[config.mk]
export PLATFORM = sky130hd
export DESIGN_NAME = sequence_record_stream_parser
export DESIGN_NICKNAME = d
export VERILOG_FILES = /design/src/design/srsp_pkg.sv /design/src/design/sequence_record_stream_parser.sv /design/src/design/srsp_decode.sv /design/src/design/srsp_emit.sv
export SDC_FILE = /design/constraint.sdc
export NUM_CORES = 1
export LEC_CHECK = 0
export BUFFER_PORTS_ARGS = -buffer_cell sky130_fd_sc_hd__buf_2
export CAP_MARGIN = 15
export CORE_MARGIN = 4
export CORE_UTILIZATION = 45
export DETAILED_ROUTE_END_ITERATION = 12
export SLEW_MARGIN = 20
export SYNTH_ARGS = -nofsm -noshare
export SYNTH_HDL_FRONTEND = slang
export SYNTH_SLANG_ARGS = --single-unit
[constraint.sdc]
create_clock -name i_clk -period 4.35 [get_ports i_clk]
set_clock_uncertainty 0.1 [all_clocks]
set_input_delay 0.6525 -clock i_clk [delete_from_list [all_inputs] [get_ports i_clk]]
set_output_delay 0.6525 -clock i_clk [all_outputs]
set_load 0.01 [all_outputs]
[src/design/srsp_pkg.sv]
// ----------------------------------------------------------------------------
// srsp_pkg
// Shared types and codes for the sequence record stream parser.
// ----------------------------------------------------------------------------
`default_nettype none

package srsp_pkg;

    // Parser phase, one-hot
    typedef enum logic [23:0] {
        PH_CNT_HI   = 24'h000001,
        PH_CNT_LO   = 24'h000002,
        PH_OPCODE   = 24'h000004,
        PH_FCOUNT   = 24'h000008,
        PH_FID_HI   = 24'h000010,
        PH_FID_LO   = 24'h000020,
        PH_IF_HI    = 24'h000040,
        PH_IF_LO    = 24'h000080,
        PH_DL_HI    = 24'h000100,
        PH_DL_LO    = 24'h000200,
        PH_ROFF_HI  = 24'h000400,
        PH_ROFF_LO  = 24'h000800,
        PH_MCOUNT   = 24'h001000,
        PH_MERGE    = 24'h002000,
        PH_PRIO     = 24'h004000,
        PH_RIGHT_HI = 24'h008000,
        PH_RIGHT_LO = 24'h010000,
        PH_LEFT_HI  = 24'h020000,
        PH_LEFT_LO  = 24'h040000,
        PH_REPLAYS  = 24'h080000,
        PH_PRE      = 24'h100000,
        PH_POST     = 24'h200000,
        PH_DUP      = 24'h400000,
        PH_DONE     = 24'h800000
    } t_phase;

    typedef enum logic [3:0] {
        EV_COUNT      = 4'd0,
        EV_FRAMECOUNT = 4'd1,
        EV_FRAME      = 4'd2,
        EV_REPLAYOFF  = 4'd3,
        EV_MERGECOUNT = 4'd4,
        EV_MERGE      = 4'd5,
        EV_STRETCH    = 4'd6,
        EV_PRIO       = 4'd7,
        EV_RIGHT      = 4'd8,
        EV_LEFT       = 4'd9,
        EV_REPLAYS    = 4'd10,
        EV_PRE        = 4'd11,
        EV_POST       = 4'd12,
        EV_DUP        = 4'd13,
        EV_END        = 4'd14,
        EV_BADCODE    = 4'd15
    } t_kind;

    localparam logic [7:0] OP_END     = 8'd0;
    localparam logic [7:0] OP_FRAMES  = 8'd1;
    localparam logic [7:0] OP_ROFF    = 8'd2;
    localparam logic [7:0] OP_MERGE   = 8'd3;
    localparam logic [7:0] OP_STRETCH = 8'd4;
    localparam logic [7:0] OP_PRIO    = 8'd5;
    localparam logic [7:0] OP_RIGHT   = 8'd6;
    localparam logic [7:0] OP_LEFT    = 8'd7;
    localparam logic [7:0] OP_REPLAYS = 8'd8;
    localparam logic [7:0] OP_PRE     = 8'd9;
    localparam logic [7:0] OP_POST    = 8'd10;
    localparam logic [7:0] OP_DUP     = 8'd11;

    localparam logic [15:0]       IFRAME_NONE = 16'hFFFF;
    localparam logic signed [16:0] VAL_NEG1   = -17'sd1;
    localparam logic signed [16:0] MOVE_MERGE = 17'sd2;

    // Pending-event mask bits of one burst
    localparam int B_SINGLE = 0;
    localparam int B_FCOUNT = 1;
    localparam int B_FRAME  = 2;
    localparam int B_PRE    = 3;
    localparam int B_POST   = 4;
    localparam int B_END    = 5;
    localparam int NBURST   = 6;

    // Events caused by one byte: none, one plain event or a record-end run
    typedef struct packed {
        logic [NBURST-1:0]  mask;
        logic [15:0]        rec;
        t_kind              kind;
        logic [7:0]         idx;
        logic signed [16:0] main_v;
        logic signed [16:0] ib;
        logic signed [16:0] dl;
    } t_burst;

endpackage

`default_nettype wire

[src/design/sequence_record_stream_parser.sv]
// ----------------------------------------------------------------------------
// sequence_record_stream_parser
// Byte-stream parser for sequence definition records; turns the records into events.
// ----------------------------------------------------------------------------
// Usage:
//   Input channel (i_valid / o_ready) takes one stream byte per word;
//   i_stream_start marks the count high byte of a new stream and restarts
//   the parser. Output channel (o_valid / i_ready) delivers one event per
//   word; o_last_of_run flags the final event caused by a byte.
//   Timing: an event appears in the cycle after its byte is accepted.
//   Throughput: one byte per cycle while i_ready is high and each byte
//   yields at most one event. A record-end byte yields one to five
//   events, one per unstalled cycle, and the next byte is taken in the
//   cycle the last of them leaves. The rate is set by the single result
//   register that holds one byte's events; the decode is one registered pass.
//   Reset: synchronous, active low; parser waits for the count high byte
//   and the output is empty.
//   Stall: while i_ready is low the current event holds and o_ready stays
//   low once a result is pending, so no byte is dropped.
// ----------------------------------------------------------------------------
`default_nettype none

module sequence_record_stream_parser (
    input  wire                 i_clk,
    input  wire                 i_rst_n,
    input  wire                 i_valid,
    output logic                o_ready,
    input  wire [7:0]           i_data_byte,
    input  wire                 i_stream_start,
    output logic                o_valid,
    input  wire                 i_ready,
    output logic [15:0]         o_record_number,
    output logic [3:0]          o_event_kind,
    output logic [7:0]          o_entry_index,
    output logic signed [16:0]  o_main_value,
    output logic signed [16:0]  o_inbetween_frame,
    output logic signed [16:0]  o_frame_delay,
    output logic                o_last_of_run
);
    import srsp_pkg::*;

    t_burst burst;
    logic   acc;
    logic   free;

    assign o_ready = free;
    assign acc     = i_valid && free;

    srsp_decode u_decode (
        .i_clk          (i_clk),
        .i_rst_n        (i_rst_n),
        .i_acc          (acc),
        .i_data_byte    (i_data_byte),
        .i_stream_start (i_stream_start),
        .o_burst        (burst)
    );

    srsp_emit u_emit (
        .i_clk             (i_clk),
        .i_rst_n           (i_rst_n),
        .i_load            (acc),
        .i_burst           (burst),
        .i_ready           (i_ready),
        .o_free            (free),
        .o_valid           (o_valid),
        .o_record_number   (o_record_number),
        .o_event_kind      (o_event_kind),
        .o_entry_index     (o_entry_index),
        .o_main_value      (o_main_value),
        .o_inbetween_frame (o_inbetween_frame),
        .o_frame_delay     (o_frame_delay),
        .o_last_of_run     (o_last_of_run)
    );

endmodule

`default_nettype wire

[src/design/srsp_decode.sv]
// ----------------------------------------------------------------------------
// srsp_decode
// Parser state and byte decode; turns one accepted byte into a burst.
// ----------------------------------------------------------------------------
`default_nettype none

module srsp_decode (
    input  wire              i_clk,
    input  wire              i_rst_n,
    input  wire              i_acc,
    input  wire [7:0]        i_data_byte,
    input  wire              i_stream_start,
    output srsp_pkg::t_burst o_burst
);
    import srsp_pkg::*;

    t_phase      r_phase, n_phase, c_phase;
    logic [15:0] r_total, n_total;
    logic [15:0] r_rec, n_rec, c_rec;
    logic [7:0]  r_hi, n_hi;
    logic [7:0]  r_len, n_len;
    logic [7:0]  r_pos, n_pos;
    logic [15:0] r_fid, n_fid;
    logic [15:0] r_ib, n_ib;
    logic [7:0]  r_frames, n_frames;
    logic        r_merge, n_merge;
    logic        r_pre, n_pre;
    logic        r_post, n_post;

    logic [15:0]        word;
    logic [7:0]         pos_inc;
    logic [15:0]        rec_inc;
    logic signed [16:0] word_s;
    logic signed [16:0] byte_s;
    t_burst             bu;

    assign word    = {r_hi, i_data_byte};
    assign pos_inc = r_pos + 8'd1;
    assign rec_inc = r_rec + 16'd1;
    assign word_s  = {1'b0, word};
    assign byte_s  = {9'd0, i_data_byte};
    assign c_phase = i_stream_start ? PH_CNT_HI : r_phase;
    assign c_rec   = i_stream_start ? 16'd0 : r_rec;

    always_comb begin
        n_phase  = c_phase;
        n_total  = i_stream_start ? 16'd0 : r_total;
        n_rec    = c_rec;
        n_hi     = i_stream_start ? 8'd0 : r_hi;
        n_len    = i_stream_start ? 8'd0 : r_len;
        n_pos    = i_stream_start ? 8'd0 : r_pos;
        n_fid    = i_stream_start ? 16'd0 : r_fid;
        n_ib     = i_stream_start ? 16'd0 : r_ib;
        n_frames = i_stream_start ? 8'd0 : r_frames;
        n_merge  = i_stream_start ? 1'b0 : r_merge;
        n_pre    = i_stream_start ? 1'b0 : r_pre;
        n_post   = i_stream_start ? 1'b0 : r_post;

        bu        = '0;
        bu.rec    = c_rec;
        bu.kind   = EV_COUNT;

        unique case (c_phase)
            PH_CNT_HI: begin
                n_hi    = i_data_byte;
                n_phase = PH_CNT_LO;
            end
            PH_CNT_LO: begin
                n_total  = word;
                n_rec    = 16'd0;
                n_len    = 8'd0;
                n_pos    = 8'd0;
                n_fid    = 16'd0;
                n_ib     = 16'd0;
                n_frames = 8'd0;
                n_merge  = 1'b0;
                n_pre    = 1'b0;
                n_post   = 1'b0;
                bu.mask[B_SINGLE] = 1'b1;
                bu.rec    = 16'd0;
                bu.kind   = EV_COUNT;
                bu.main_v = word_s;
                n_phase   = (word == 16'd0) ? PH_DONE : PH_OPCODE;
            end
            PH_OPCODE: begin
                unique case (i_data_byte)
                    OP_END: begin
                        bu.mask[B_FCOUNT] = (r_frames == 8'd0);
                        bu.mask[B_FRAME]  = (r_frames == 8'd0);
                        bu.mask[B_PRE]    = !r_pre;
                        bu.mask[B_POST]   = !r_post;
                        bu.mask[B_END]    = 1'b1;
                        bu.main_v = r_merge ? MOVE_MERGE : 17'sd0;
                        n_rec    = rec_inc;
                        n_len    = 8'd0;
                        n_pos    = 8'd0;
                        n_fid    = 16'd0;
                        n_ib     = 16'd0;
                        n_frames = 8'd0;
                        n_merge  = 1'b0;
                        n_pre    = 1'b0;
                        n_post   = 1'b0;
                        n_phase  = (rec_inc >= r_total) ? PH_DONE : PH_OPCODE;
                    end
                    OP_FRAMES:  n_phase = PH_FCOUNT;
                    OP_ROFF:    n_phase = PH_ROFF_HI;
                    OP_MERGE:   n_phase = PH_MCOUNT;
                    OP_STRETCH: begin
                        bu.mask[B_SINGLE] = 1'b1;
                        bu.kind   = EV_STRETCH;
                        bu.main_v = 17'sd1;
                    end
                    OP_PRIO:    n_phase = PH_PRIO;
                    OP_RIGHT:   n_phase = PH_RIGHT_HI;
                    OP_LEFT:    n_phase = PH_LEFT_HI;
                    OP_REPLAYS: n_phase = PH_REPLAYS;
                    OP_PRE:     n_phase = PH_PRE;
                    OP_POST:    n_phase = PH_POST;
                    OP_DUP:     n_phase = PH_DUP;
                    default: begin
                        bu.mask[B_SINGLE] = 1'b1;
                        bu.kind   = EV_BADCODE;
                        bu.main_v = byte_s;
                    end
                endcase
            end
            PH_FCOUNT: begin
                n_frames = i_data_byte;
                n_len    = i_data_byte;
                n_pos    = 8'd0;
                bu.mask[B_SINGLE] = 1'b1;
                bu.kind   = EV_FRAMECOUNT;
                bu.main_v = byte_s;
                n_phase   = (i_data_byte == 8'd0) ? PH_OPCODE : PH_FID_HI;
            end
            PH_FID_HI: begin
                n_hi    = i_data_byte;
                n_phase = PH_FID_LO;
            end
            PH_FID_LO: begin
                n_fid   = word;
                n_phase = PH_IF_HI;
            end
            PH_IF_HI: begin
                n_hi    = i_data_byte;
                n_phase = PH_IF_LO;
            end
            PH_IF_LO: begin
                n_ib    = word;
                n_phase = PH_DL_HI;
            end
            PH_DL_HI: begin
                n_hi    = i_data_byte;
                n_phase = PH_DL_LO;
            end
            PH_DL_LO: begin
                bu.mask[B_SINGLE] = 1'b1;
                bu.kind   = EV_FRAME;
                bu.idx    = r_pos;
                bu.main_v = {1'b0, r_fid};
                bu.ib     = (r_ib == IFRAME_NONE) ? VAL_NEG1 : {1'b0, r_ib};
                bu.dl     = word_s;
                n_pos     = pos_inc;
                n_phase   = (pos_inc >= r_len) ? PH_OPCODE : PH_FID_HI;
            end
            PH_ROFF_HI: begin
                n_hi    = i_data_byte;
                n_phase = PH_ROFF_LO;
            end
            PH_ROFF_LO: begin
                bu.mask[B_SINGLE] = 1'b1;
                bu.kind   = EV_REPLAYOFF;
                bu.main_v = word_s;
                n_phase   = PH_OPCODE;
            end
            PH_MCOUNT: begin
                n_merge = 1'b1;
                n_len   = i_data_byte;
                n_pos   = 8'd0;
                bu.mask[B_SINGLE] = 1'b1;
                bu.kind   = EV_MERGECOUNT;
                bu.main_v = byte_s;
                n_phase   = (i_data_byte == 8'd0) ? PH_OPCODE : PH_MERGE;
            end
            PH_MERGE: begin
                bu.mask[B_SINGLE] = 1'b1;
                bu.kind   = EV_MERGE;
                bu.idx    = r_pos;
                bu.main_v = byte_s;
                n_pos     = pos_inc;
                n_phase   = (pos_inc >= r_len) ? PH_OPCODE : PH_MERGE;
            end
            PH_PRIO: begin
                bu.mask[B_SINGLE] = 1'b1;
                bu.kind   = EV_PRIO;
                bu.main_v = byte_s;
                n_phase   = PH_OPCODE;
            end
            PH_RIGHT_HI: begin
                n_hi    = i_data_byte;
                n_phase = PH_RIGHT_LO;
            end
            PH_RIGHT_LO: begin
                bu.mask[B_SINGLE] = 1'b1;
                bu.kind   = EV_RIGHT;
                bu.main_v = word_s;
                n_phase   = PH_OPCODE;
            end
            PH_LEFT_HI: begin
                n_hi    = i_data_byte;
                n_phase = PH_LEFT_LO;
            end
            PH_LEFT_LO: begin
                bu.mask[B_SINGLE] = 1'b1;
                bu.kind   = EV_LEFT;
                bu.main_v = word_s;
                n_phase   = PH_OPCODE;
            end
            PH_REPLAYS: begin
                bu.mask[B_SINGLE] = 1'b1;
                bu.kind   = EV_REPLAYS;
                bu.main_v = byte_s;
                n_phase   = PH_OPCODE;
            end
            PH_PRE: begin
                n_pre = 1'b1;
                bu.mask[B_SINGLE] = 1'b1;
                bu.kind   = EV_PRE;
                bu.main_v = byte_s;
                n_phase   = PH_OPCODE;
            end
            PH_POST: begin
                n_post = 1'b1;
                bu.mask[B_SINGLE] = 1'b1;
                bu.kind   = EV_POST;
                bu.main_v = byte_s;
                n_phase   = PH_OPCODE;
            end
            PH_DUP: begin
                bu.mask[B_SINGLE] = 1'b1;
                bu.kind   = EV_DUP;
                bu.main_v = byte_s;
                n_phase   = PH_OPCODE;
            end
            default: begin
                // stream finished: drop bytes until the next start
                n_phase = PH_DONE;
            end
        endcase
    end

    assign o_burst = bu;

    always_ff @(posedge i_clk) begin
        if (!i_rst_n) begin
            r_phase  <= PH_CNT_HI;
            r_total  <= '0;
            r_rec    <= '0;
            r_hi     <= '0;
            r_len    <= '0;
            r_pos    <= '0;
            r_fid    <= '0;
            r_ib     <= '0;
            r_frames <= '0;
            r_merge  <= 1'b0;
            r_pre    <= 1'b0;
            r_post   <= 1'b0;
        end else if (i_acc) begin
            r_phase  <= n_phase;
            r_total  <= n_total;
            r_rec    <= n_rec;
            r_hi     <= n_hi;
            r_len    <= n_len;
            r_pos    <= n_pos;
            r_fid    <= n_fid;
            r_ib     <= n_ib;
            r_frames <= n_frames;
            r_merge  <= n_merge;
            r_pre    <= n_pre;
            r_post   <= n_post;
        end
    end

endmodule

`default_nettype wire

[src/design/srsp_emit.sv]
// ----------------------------------------------------------------------------
// srsp_emit
// Result register: holds one burst and plays its events out in order.
// ----------------------------------------------------------------------------
`default_nettype none

module srsp_emit (
    input  wire                 i_clk,
    input  wire                 i_rst_n,
    input  wire                 i_load,
    input  srsp_pkg::t_burst    i_burst,
    input  wire                 i_ready,
    output logic                o_free,
    output logic                o_valid,
    output logic [15:0]         o_record_number,
    output logic [3:0]          o_event_kind,
    output logic [7:0]          o_entry_index,
    output logic signed [16:0]  o_main_value,
    output logic signed [16:0]  o_inbetween_frame,
    output logic signed [16:0]  o_frame_delay,
    output logic                o_last_of_run
);
    import srsp_pkg::*;

    logic [NBURST-1:0]  r_mask, n_mask;
    t_burst             r_bu;
    logic [NBURST-1:0]  low;
    logic [NBURST-1:0]  rest;
    t_kind              kind;

    assign low     = r_mask & (~r_mask + {{(NBURST-1){1'b0}}, 1'b1});
    assign rest    = r_mask & ~low;
    assign o_valid = |r_mask;
    assign o_last_of_run = (rest == '0);
    // take a new byte when empty or once the final event of this burst leaves
    assign o_free  = !o_valid || (i_ready && o_last_of_run);

    always_comb begin
        kind              = r_bu.kind;
        o_entry_index     = 8'd0;
        o_main_value      = 17'sd0;
        o_inbetween_frame = 17'sd0;
        o_frame_delay     = 17'sd0;
        priority if (r_mask[B_SINGLE]) begin
            o_entry_index     = r_bu.idx;
            o_main_value      = r_bu.main_v;
            o_inbetween_frame = r_bu.ib;
            o_frame_delay     = r_bu.dl;
        end else if (r_mask[B_FCOUNT]) begin
            kind         = EV_FRAMECOUNT;
            o_main_value = 17'sd1;
        end else if (r_mask[B_FRAME]) begin
            kind              = EV_FRAME;
            o_main_value      = VAL_NEG1;
            o_inbetween_frame = VAL_NEG1;
            o_frame_delay     = VAL_NEG1;
        end else if (r_mask[B_PRE]) begin
            kind         = EV_PRE;
            o_main_value = r_bu.main_v;
        end else if (r_mask[B_POST]) begin
            kind         = EV_POST;
            o_main_value = r_bu.main_v;
        end else begin
            kind = EV_END;
        end
    end

    assign o_event_kind    = kind;
    assign o_record_number = r_bu.rec;

    always_comb begin
        n_mask = r_mask;
        if (i_load) begin
            n_mask = i_burst.mask;
        end else if (o_valid && i_ready) begin
            n_mask = rest;
        end
    end

    always_ff @(posedge i_clk) begin
        if (!i_rst_n) begin
            r_mask <= '0;
        end else begin
            r_mask <= n_mask;
        end
    end

    always_ff @(posedge i_clk) begin
        if (i_load) begin
            r_bu <= i_burst;
        end
    end

endmodule

`default_nettype wire

==> results of run 1 <==
layout make-up:
| class | count | area, µm² | area share, % |
|---|---|---|---|
| multi-input combinational | 799 | 5060 | 42.6 |
| sequential | 206 | 4900 | 41.2 |
| clock buffer | 33 | 664 | 5.58 |
| timing repair buffer | 115 | 628 | 5.28 |
| tap | 313 | 392 | 3.29 |
| inverter | 39 | 148 | 1.24 |
| clock inverter | 9 | 103 | 0.862 |
| antenna | 1 | 2.50 | 0.0210 |
worst max-delay path: stages, from the launching register on:
cell	delay, ns
dfxtp_1	0.41
ha_1	0.23
nand3_1	0.16
nor3_1	0.46
and3_1	0.32
nand3_1	0.12
xnor2_1	0.23
ha_1	0.26
and4_1	0.20
a221o_1	0.31
a31oi_1	0.34
nand2_1	0.11
a41o_1	0.23
a21oi_1	0.13
power breakdown:
| group | internal [mW] | leakage [nW] | switching, mW |
|---|---|---|---|
| Clock | 1.18 | 0.377 | 0.796 |
| Combinational | 0.0639 | 2.82 | 0.194 |
| Sequential | 2.05 | 1.89 | 0.0340 |
through the flow:
stage	utilization (%)	hold slack, ns
2_1_floorplan	-	0.332
3_5_place_dp	48.7	0.349
5_1_grt	52.1	0.381
4_1_cts	52.0	0.357
3_3_place_gp	48.7	0.342
6_report	52.1	0.360
Yosys cell counts, types with 26 or more instances:
library cell / instances / area (µm²)
edfxtp_1: 77 / 2310
inv_1: 39 / 146
nor4_1: 27 / 169
a22oi_1: 34 / 255
nand3_1: 69 / 345
nand2_1: 108 / 405
dfxtp_1: 129 / 2580
clkbuf_1: 44 / 165
o21ai_0: 27 / 135
nor2_1: 83 / 312
and2_1: 63 / 394
ha_1: 26 / 325
a21o_1: 55 / 413
a22o_1: 36 / 315
a21oi_1: 73 / 365
sequential cells by signal, indices dropped and copies added (netlist names):
name	cells
u_emit.r_bu	61
u_decode.r_phase	24
u_decode.r_fid	16
u_decode.r_ib	16
u_decode.r_rec	16
u_decode.r_total	16
u_emit.o_record_number	16
u_decode.r_frames	8
u_decode.r_hi	8
u_decode.r_len	8
u_decode.r_pos	8
u_emit.r_mask	6
u_decode.r_merge	1
u_decode.r_post	1
u_decode.r_pre	1
logic make-up (layout without fill, tap and decap cells):
group,after synthesis,after routing,share of synthesized area (%)
adder cells (fa/ha/maj),26,26,3.09
AND/OR/NAND/NOR,467,467,24.0
other,0,1,0
multiplexers,8,8,0.761
AO/OA/AOI/OAI,274,274,18.1
buffers and inverters,130,196,5.62
flip-flops,206,206,46.5
XOR/XNOR,24,24,2.00
worst paths after layout:
check | slack (ns) | to | depth (start not counted) | from
setup / recovery | 0.66 | u_decode.r_phase[2]$_SDFFE_PN0P_ | 13 | u_decode.r_rec[0]$_SDFFE_PN0P_
hold / removal | 0.36 | u_decode.r_post$_SDFFE_PN0P_ | 2 | u_decode.r_post$_SDFFE_PN0P_
setup reg to reg | 0.66 | u_decode.r_phase[2]$_SDFFE_PN0P_ | 13 | u_decode.r_rec[0]$_SDFFE_PN0P_
hold reg to reg | 0.36 | u_decode.r_post$_SDFFE_PN0P_ | 2 | u_decode.r_post$_SDFFE_PN0P_
per-layer routing:
| metal | up-vias | part of all wire (%) |
|---|---|---|
| met5 | - | 0 |
| met1 | 4135 | 46 |
| li1 | 4207 | - |
| met2 | 245 | 46 |
| met4 | 0 | 1.3 |
| met3 | 24 | 6.0 |
==> impl_metrics.csv, run 1 <==
group,metric,value,unit
status,run_status,"finished, final reports clean",
final_layout,fin_area,0.0119,mm²
floorplanning,rows,55,
detailed_routing,wl_per_cell,19.4,µm
clock_tree,clock-sinks,206,
clock_tree,path_clk_slew,0.06,ns
logic_synthesis,avgSynthCellArea,9.27,µm²
timing,report.final.slew_viol_count,0,
logic_synthesis,yosysSeqAreaShare,46.5,%
power_and_ir_drop,p_per_area,363,mW/mm²
final_layout,layout_common_cells,"128 x dfxtp_1, 108 x nand2_1, 94 x buf_2",
logic_synthesis,syn_area,0.0105,mm²
global_route,antenna_found_initial,0,
timing,tightestPinTransition,0.806,ns
critical_path,end_kind,"register",
critical_path,worst-endpoint-arrival,4.02,ns
final_layout,instances_no_fill,1515,
power_and_ir_drop,ir_worst_vdd,0.229,mV
global_route,grt_use_total,22.1,%
timing,finalHoldViolCount,0,
detailed_routing,drc,0,
floorplanning,dieWidth,161,µm
placed_design,place_congestion,0.946,
detailed_routing,wirelength,29400,µm
global_route,grt_start_max_net_pins,52,
floorplanning,ios,95,
final_layout,nFillCells,2162,
timing,fmax,271,MHz
clock_tree,post_cts_buffers,0,
floorplanning,start_util,46.1,%
final_layout,nets,1223,
timing,setup_ws,0.665,ns
detailed_routing,post_drt_via_cell_ratio,5.68,
final_layout,layout_commonest_cell,"dfxtp_1",
power_and_ir_drop,power,4.32,mW
detailed_routing,drt_iter0_markers,642,
clock_tree,cts_tree,"built",
worst_hold_path,min_path_type,"register to register",
logic_synthesis,ys_seq_elements,206,
placed_design,dp_hpwl,19800,µm
detailed_routing,ant_nets,0,
clock_tree,root_buffer,"clkbuf_16",
timing,setup_viol,0,
critical_path,path_class,"register to register",
clock_tree,worstSkewPairLatency,0.52,ns
floorplanning,dieArea,0.0259,mm²
final_layout,synthToLayoutAreaGrowth,13.0,%
global_route,overflow,0,
clock_tree,ctsHtreeMaxLevel,1,
logic_synthesis,synthArstFlopShare,0,%
logic_synthesis,synth_edf_count,77,
global_route,grt_pass1_vias,8167,
global_route,use_met2,36.0,%
run,maxCapViolCount,0,
placed_design,placed_cells,1472,
global_route,met3_usage,3.54,%
timing,rsz0062_at_grt,"false",
critical_path,worstPathMaxFanout,6,
final_layout,drive_above_1_share,15.2,%
placed_design,dpl_cell_area,0.0111,mm²
detailed_routing,first_pass_iters,7,
clock_tree,clockBufferDepth,3,
critical_path,critPathLaunchType,"register",
clock_tree,cts_buffers,23,
logic_synthesis,syn-num-nets,1174,
timing,timing.slew.headroom,45.8,%
detailed_routing,num_vias,8611,
floorplanning,die_height,161,µm
placed_design,io_buffers,94,
placed_design,dp_slack,0.689,ns
logic_synthesis,yosys_warnings,0,
global_route,grt_busiest_layer,"met2",
timing,fin_crit_sh,84.7,%
floorplanning,coreArea,0.0228,mm²
global_route,use_met1,31.5,%
timing,fin_crit,3.69,ns
global_route,grt_pass1_wl,46500,µm
power_and_ir_drop,p_leak,5.09,nW
logic_synthesis,synth_cell_types,74,
clock_tree,cts_resized,0,
logic_synthesis,syn-instance-count,1135,
clock_tree,ctsHoldBuffers,0,
logic_synthesis,ys.flop_type,"dfxtp_1",
timing,final.setup.tns,0,ns
critical_path,required,4.69,ns
No activity file was read; power rests on OpenSTA's default activity.
==> run 2, diff against run 1 <==
- ABC_AREA: unset -> 1
- PLACE_DENSITY: unset -> 0.65
- clock period: 4.35 -> 3.08 ns (I/O delays scaled with it)
==> run 2 against run 1 <==
  * Synthesized cell count grew 44%
  * Largest power group unchanged
  * Global-route usage grew 0.84 points
  * Register-to-register slack lost 0.38 ns
  * Highest routed layer unchanged
  * Area after synthesis grew 15%
  * Count of clock-buffer cells in the layout grew 2
  * Critical path depth grew 4
  * Die area grew 14%
  * Non-clock buffer count grew 19
  * Power grew 140%
  * Final area grew 14%
  * Worst hold slack lost 0.14 ns
==> impl_metrics.csv, run 2 <==
group,metric,value,unit
status,run_status,"finished, final reports clean",
logic_synthesis,synth_top_area_share,21.4,%
placed_design,dp_hpwl,24100,µm
timing,final.setup.tns,0,ns
detailed_routing,ant_nets,0,
timing,setup_ws,0.288,ns
critical_path,crit_chain,"inv_1 > nor3_2 > nand2_1 > nor2_2 > nand2_1 > xor2_1 > inv_1 > ha_1 > nand2_1 > nor4_2 > nand2_1 > nand3_1 > nand2_1 > nand2_1 > nand3_1 > o21ai_1 > a21oi_1",
global_route,overflow,0,
floorplanning,coreArea,0.0262,mm²
floorplanning,die_height,172,µm
timing,setup_viol,0,
critical_path,r2r_end,"u_decode.r_phase[2]$_SDFFE_PN0P_",
clock_tree,ctsHtreeMaxLevel,1,
detailed_routing,drc,0,
clock_tree,path_clk_slew,0.06,ns
critical_path,cp_slowest_cell,"dfxtp_1",
global_route,antenna_found_initial,0,
detailed_routing,num_vias,11100,
logic_synthesis,syn-instance-count,1639,
power_and_ir_drop,p_leak,5.95,nW
floorplanning,dieWidth,172,µm
critical_path,cpPeakStageDelay,0.43,ns
logic_synthesis,avgSynthCellArea,7.37,µm²
critical_path,required,3.37,ns
detailed_routing,post_drt_via_cell_ratio,5.42,
worst_hold_path,holdPathStages,3,
timing,finalHoldViolCount,0,
critical_path,r2r.worst_path.cells,17,
final_layout,fin_area,0.0136,mm²
global_route,grt_pass1_vias,10600,
clock_tree,cts_buffers,24,
logic_synthesis,syn_area,0.0121,mm²
final_layout,n_antenna_cell,0,
timing,whs,0.223,ns
final_layout,synthToLayoutAreaGrowth,12.7,%
logic_synthesis,yosysTopAreaCell,"dfxtp_1",
final_layout,fin_util,52.0,%
power_and_ir_drop,p_per_area,754,mW/mm²
logic_synthesis,synth_edf_count,77,
final_layout,instances_no_fill,2052,
final_layout,reg_top3,"u_emit.r_bu: 61 flops, u_decode.r_phase: 24 flops",
placed_design,place_congestion,0.956,
final_layout,layout_common_cells,"360 x nand2_1, 190 x a21oi_1, 169 x inv_1",
timing,fin_crit_sh,90.6,%
floorplanning,ios,95,
floorplanning,start_util,46.1,%
timing,report.final.slew_viol_count,0,
timing,fin_crit,2.79,ns
logic_synthesis,synthArstFlopShare,0,%
detailed_routing,first_pass_iters,6,
logic_synthesis,yosysSeqAreaShare,40.5,%
logic_synthesis,ys_seq_elements,206,
placed_design,io_buffers,94,
final_layout,largest_reg_flops,61,
power_and_ir_drop,ir_worst_vdd,0.402,mV
clock_tree,clock-sinks,206,
floorplanning,dieArea,0.0295,mm²
critical_path,critPathLaunch,"u_decode.r_rec[2]$_SDFFE_PN0P_",
clock_tree,cts_tree,"built",
worst_hold_path,min_to,"u_decode.r_total[7]$_SDFFE_PN0P_",
critical_path,cpMostUsedCell,"nand2_1",
worst_hold_path,worstHoldStart,"i_data_byte[7]",
clock_tree,worstSkewPairLatency,0.53,ns
floorplanning,rows,59,
worst_hold_path,min_path_type,"input port to register",
power_and_ir_drop,power,10.3,mW
critical_path,worstPathMaxFanout,5,
critical_path,r2r-start,"u_decode.r_rec[2]$_SDFFE_PN0P_",
logic_synthesis,synth.top_cells.by_count,"360 x nand2_1, 190 x a21oi_1, 169 x inv_1, 139 x nor2_1, 129 x dfxtp_1",
clock_tree,clockBufferDepth,3,
clock_tree,root_buffer,"clkbuf_16",
placed_design,dpl_cell_area,0.0128,mm²
critical_path,r2r_setup_slack,0.29,ns
critical_path,critPathLaunchType,"register",
timing,timing.slew.headroom,58.0,%
final_layout,layout_commonest_cell,"nand2_1",
logic_synthesis,synth_area_leaders,"dfxtp_1 21%, edfxtp_1 19%, nand2_1 11%",
final_layout,drive_above_1_share,16.3,%
global_route,grt_start_max_net_pins,57,
critical_path,worst-endpoint-arrival,3.08,ns
detailed_routing,wirelength,34200,µm
timing,tightestPinTransition,0.626,ns
critical_path,path_class,"register to register",
logic_synthesis,synth_cell_types,51,
logic_synthesis,yosysMostFrequentCell,"nand2_1",
placed_design,placed_cells,2007,
timing,fmax,358,MHz
global_route,grt_use_total,22.9,%
detailed_routing,drt_iter0_markers,908,
placed_design,dp_slack,0.0434,ns
final_layout,nets,1738,
final_layout,regMostFlops,"u_emit.r_bu",
run,maxCapViolCount,0,
critical_path,path_buf_inv,2,
critical_path,cp_top_family,"simple AND/OR/NAND/NOR gates",
critical_path,end_kind,"register",
detailed_routing,wl_per_cell,16.7,µm
logic_synthesis,ys.flop_type,"dfxtp_1",
logic_synthesis,yosys_warnings,0,
global_route,grt_pass1_wl,54800,µm
logic_synthesis,syn-num-nets,1678,
-- run 2: how the worst max path moves through the flow --
| stage | cells after the start | end |
|---|---|---|
| detailed placement | 20 | u_decode.r_phase[2]$_SDFFE_PN0P_ |
| finish | 17 | u_decode.r_phase[2]$_SDFFE_PN0P_ |
| global route | 16 | u_decode.r_phase[2]$_SDFFE_PN0P_ |
| global placement | 20 | u_decode.r_phase[2]$_SDFFE_PN0P_ |
| floorplan | 12 | u_emit.o_record_number[0]$_SDFFCE_PN0P_ |
| CTS | 20 | u_decode.r_phase[2]$_SDFFE_PN0P_ |
-- run 2: power by group --
group	internal [mW]	switching (mW)
registers	3.61	0.431
logic	1.13	2.20
clock network	1.74	1.15
-- run 2: repair_timing --
item,CTS,global route
hold buffers,0,0
setup endpoints to repair,0,3
resized for setup,0,15
setup buffers,0,1
-- run 2: tightest hold or removal path, stage by stage --
cell and delay [ns]:
buf_2 0.18, nand2_1 0.10, a21oi_1 0.06
-- run 2: cell type report --
cell class                      count  area [µm²]
Clock buffer                       35         662
Timing Repair Buffer              134         808
Inverter                          183         699
Clock inverter                      9         130
Tap cell                          335         419
Fill cell                        2565       12600
Sequential cell                   206        4900
Multi-Input combinational cell   1150        5990
-- run 2: metal layers --
layer | vias to the layer above | global-route usage (%) | routed length, µm | part of all wire (%)
li1 | 5521 | - | - | -
met1 | 5178 | 30.8 | 15000 | 44
met2 | 362 | 38.3 | 16000 | 47
met3 | 67 | 2.87 | 2090 | 6.1
met4 | 0 | 7.76 | 1160 | 3.4
met5 | - | 0 | 0 | 0
-- run 2: cells by family (layout without fill, tap and decap cells) --
| logic type | after synthesis | count (layout) | share of synthesized area, % |
|---|---|---|---|
| and+or+nand+nor | 748 | 748 | 29.0 |
| AOI/OAI and AO/OA | 357 | 357 | 16.1 |
| buffers and inverters | 283 | 361 | 10.3 |
| DFF | 206 | 206 | 40.5 |
| adders and majority gates | 26 | 26 | 2.69 |
| xor gates and xnor gates | 19 | 19 | 1.38 |
==> run 3, diff against run 2 <==
- RECOVER_POWER: unset -> 100
- SLEW_MARGIN: 20 -> 10
==> run 3 against run 2 <==
  * Flip-flop and latch count unchanged
  * Worst setup slack worse by 0.021 ns
  * Critical endpoint is now u_decode.r_len[4]$_SDFFE_PN0P_
  * Worst hold slack better by 0.0069 ns
  * Sequential share of layout area up 0.47 points
  * Final area down 1.3%
  * Wire length about the same
  * Die area unchanged
  * Global-route usage unchanged
  * Non-clock buffer count unchanged
  * Critical path type unchanged
  * Sequential power about the same
==> impl_metrics.csv, run 3 (synthesis gave the netlist of run 2 again) <==
group,metric,value,unit
critical_path,cpPeakStageDelay,0.41,ns
critical_path,end_kind,"register",
clock_tree,clock-sinks,206,
critical_path,cp_slowest_cell,"nor2_4",
final_layout,fin_util,51.3,%
detailed_routing,num_vias,11100,
clock_tree,ctsHtreeMaxLevel,1,
global_route,overflow,0,
clock_tree,path_clk_slew,0.06,ns
global_route,grt_use_total,22.9,%
placed_design,place_congestion,0.956,
final_layout,nets,1738,
final_layout,reg_top3,"u_emit.r_bu: 61 flops, u_decode.r_phase: 24 flops",
worst_hold_path,min_path_type,"input port to register",
power_and_ir_drop,p_leak,5.61,nW
floorplanning,start_util,46.1,%
global_route,grt_start_max_net_pins,57,
final_layout,drive_above_1_share,10.9,%
critical_path,cpMostUsedCell,"nand2_1",
timing,setup_viol,0,
final_layout,regMostFlops,"u_emit.r_bu",
detailed_routing,first_pass_iters,6,
critical_path,required,3.43,ns
floorplanning,dieArea,0.0295,mm²
floorplanning,rows,59,
timing,fin_crit_sh,91.3,%
timing,report.final.slew_viol_count,0,
floorplanning,dieWidth,172,µm
detailed_routing,wl_per_cell,16.7,µm
clock_tree,clockBufferDepth,3,
clock_tree,cts_buffers,24,
detailed_routing,post_drt_via_cell_ratio,5.40,
timing,fin_crit,2.81,ns
final_layout,synthToLayoutAreaGrowth,11.2,%
final_layout,n_antenna_cell,0,
critical_path,path_buf_inv,0,
final_layout,nFillCells,2628,
placed_design,io_buffers,94,
critical_path,worst-endpoint-arrival,3.16,ns
floorplanning,coreArea,0.0262,mm²
run,maxCapViolCount,0,
detailed_routing,wirelength,34200,µm
clock_tree,cts_tree,"built",
final_layout,layout_common_cells,"364 x nand2_1, 190 x a21oi_1, 171 x inv_1",
timing,final.setup.tns,0,ns
critical_path,critPathLaunchType,"register",
detailed_routing,ant_nets,0,
final_layout,layout_commonest_cell,"nand2_1",
status,run_status,"finished, final reports clean",
global_route,grt_pass1_wl,54800,µm
clock_tree,worstSkewPairLatency,0.53,ns
power_and_ir_drop,ir_worst_vdd,0.402,mV
timing,fmax,356,MHz
placed_design,dp_hpwl,24100,µm
detailed_routing,drc,0,
global_route,grt_pass1_vias,10600,
final_layout,fin_area,0.0134,mm²
final_layout,largest_reg_flops,61,
power_and_ir_drop,p_per_area,756,mW/mm²
power_and_ir_drop,power,10.2,mW
critical_path,cp_top_family,"simple AND/OR/NAND/NOR gates",
timing,timing.slew.headroom,59.2,%
critical_path,worstPathMaxFanout,11,
floorplanning,die_height,172,µm
critical_path,path_class,"register to register",
timing,tightestPinTransition,0.609,ns
critical_path,crit_chain,"o21ai_2 > nand2_1 > nor2_4 > nand2_8 > nor2_1 > nand2_2 > nand2_1 > nand3_1 > a21oi_1",
clock_tree,root_buffer,"clkbuf_16",
floorplanning,ios,95,
detailed_routing,drt_iter0_markers,947,
timing,finalHoldViolCount,0,
placed_design,dpl_cell_area,0.0128,mm²
timing,whs,0.229,ns
global_route,antenna_found_initial,0,
run 3: stage by stage:
stage / setup WS, ns / cells
6_report: 0.267 / 2052
2_1_floorplan: 0.0613 / 1639
3_5_place_dp: 0.0434 / 2007
4_1_cts: 0.0313 / 2051
3_3_place_gp: 0.0969 / 2007
5_1_grt: -0.0292 / 2052
run 3: timing repair:
action | CTS | global route
setup endpoints to repair | 0 | 3
buffers inserted | 0 | 1
hold buffers | 0 | 0
gates resized for setup | 0 | 15
run 3: final cells by class:
| class | count | area (µm²) | share of cell area [%] |
|---|---|---|---|
| clock buffer | 35 | 662 | 4.93 |
| clock inverter | 9 | 130 | 0.969 |
| inverter | 183 | 698 | 5.20 |
| multi-input combinational | 1150 | 5920 | 44.1 |
| sequential | 206 | 4900 | 36.5 |
| tap | 335 | 419 | 3.12 |
| timing repair buffer | 134 | 699 | 5.21 |
run 3: routing by layer:
layer	up-vias	track usage, %	routed length (µm)	share of wire (%)
li1	5528	-	-	-
met1	5155	30.8	15100	44
met2	329	38.3	15900	47
met3	77	2.87	1930	5.6
met4	0	7.76	1200	3.5
met5	-	0	0	0
run 3: worst paths after layout:
path,start,endpoint,slack (ns),depth (start not counted)
setup / recovery,u_decode.r_phase[22]$_SDFFE_PN0P_,u_decode.r_len[4]$_SDFFE_PN0P_,0.27,9
hold / removal,i_data_byte[7],u_decode.r_total[7]$_SDFFE_PN0P_,0.23,3
setup reg to reg,u_decode.r_phase[22]$_SDFFE_PN0P_,u_decode.r_len[4]$_SDFFE_PN0P_,0.27,9
hold reg to reg,u_decode.r_total[1]$_SDFFE_PN0P_,u_decode.r_total[1]$_SDFFE_PN0P_,0.36,2
run 3: tightest hold or removal path, cell delays in order:
cell and delay [ns]:
buf_2 0.19, nand2_1 0.10, a21oi_1 0.06
run 3: power by group:
part	leakage (nW)	internal [mW]	switching [mW]
Clock	0.387	1.74	1.15
Sequential	1.82	3.61	0.432
Combinational	3.41	1.03	2.19
Total	5.61	6.38	3.77
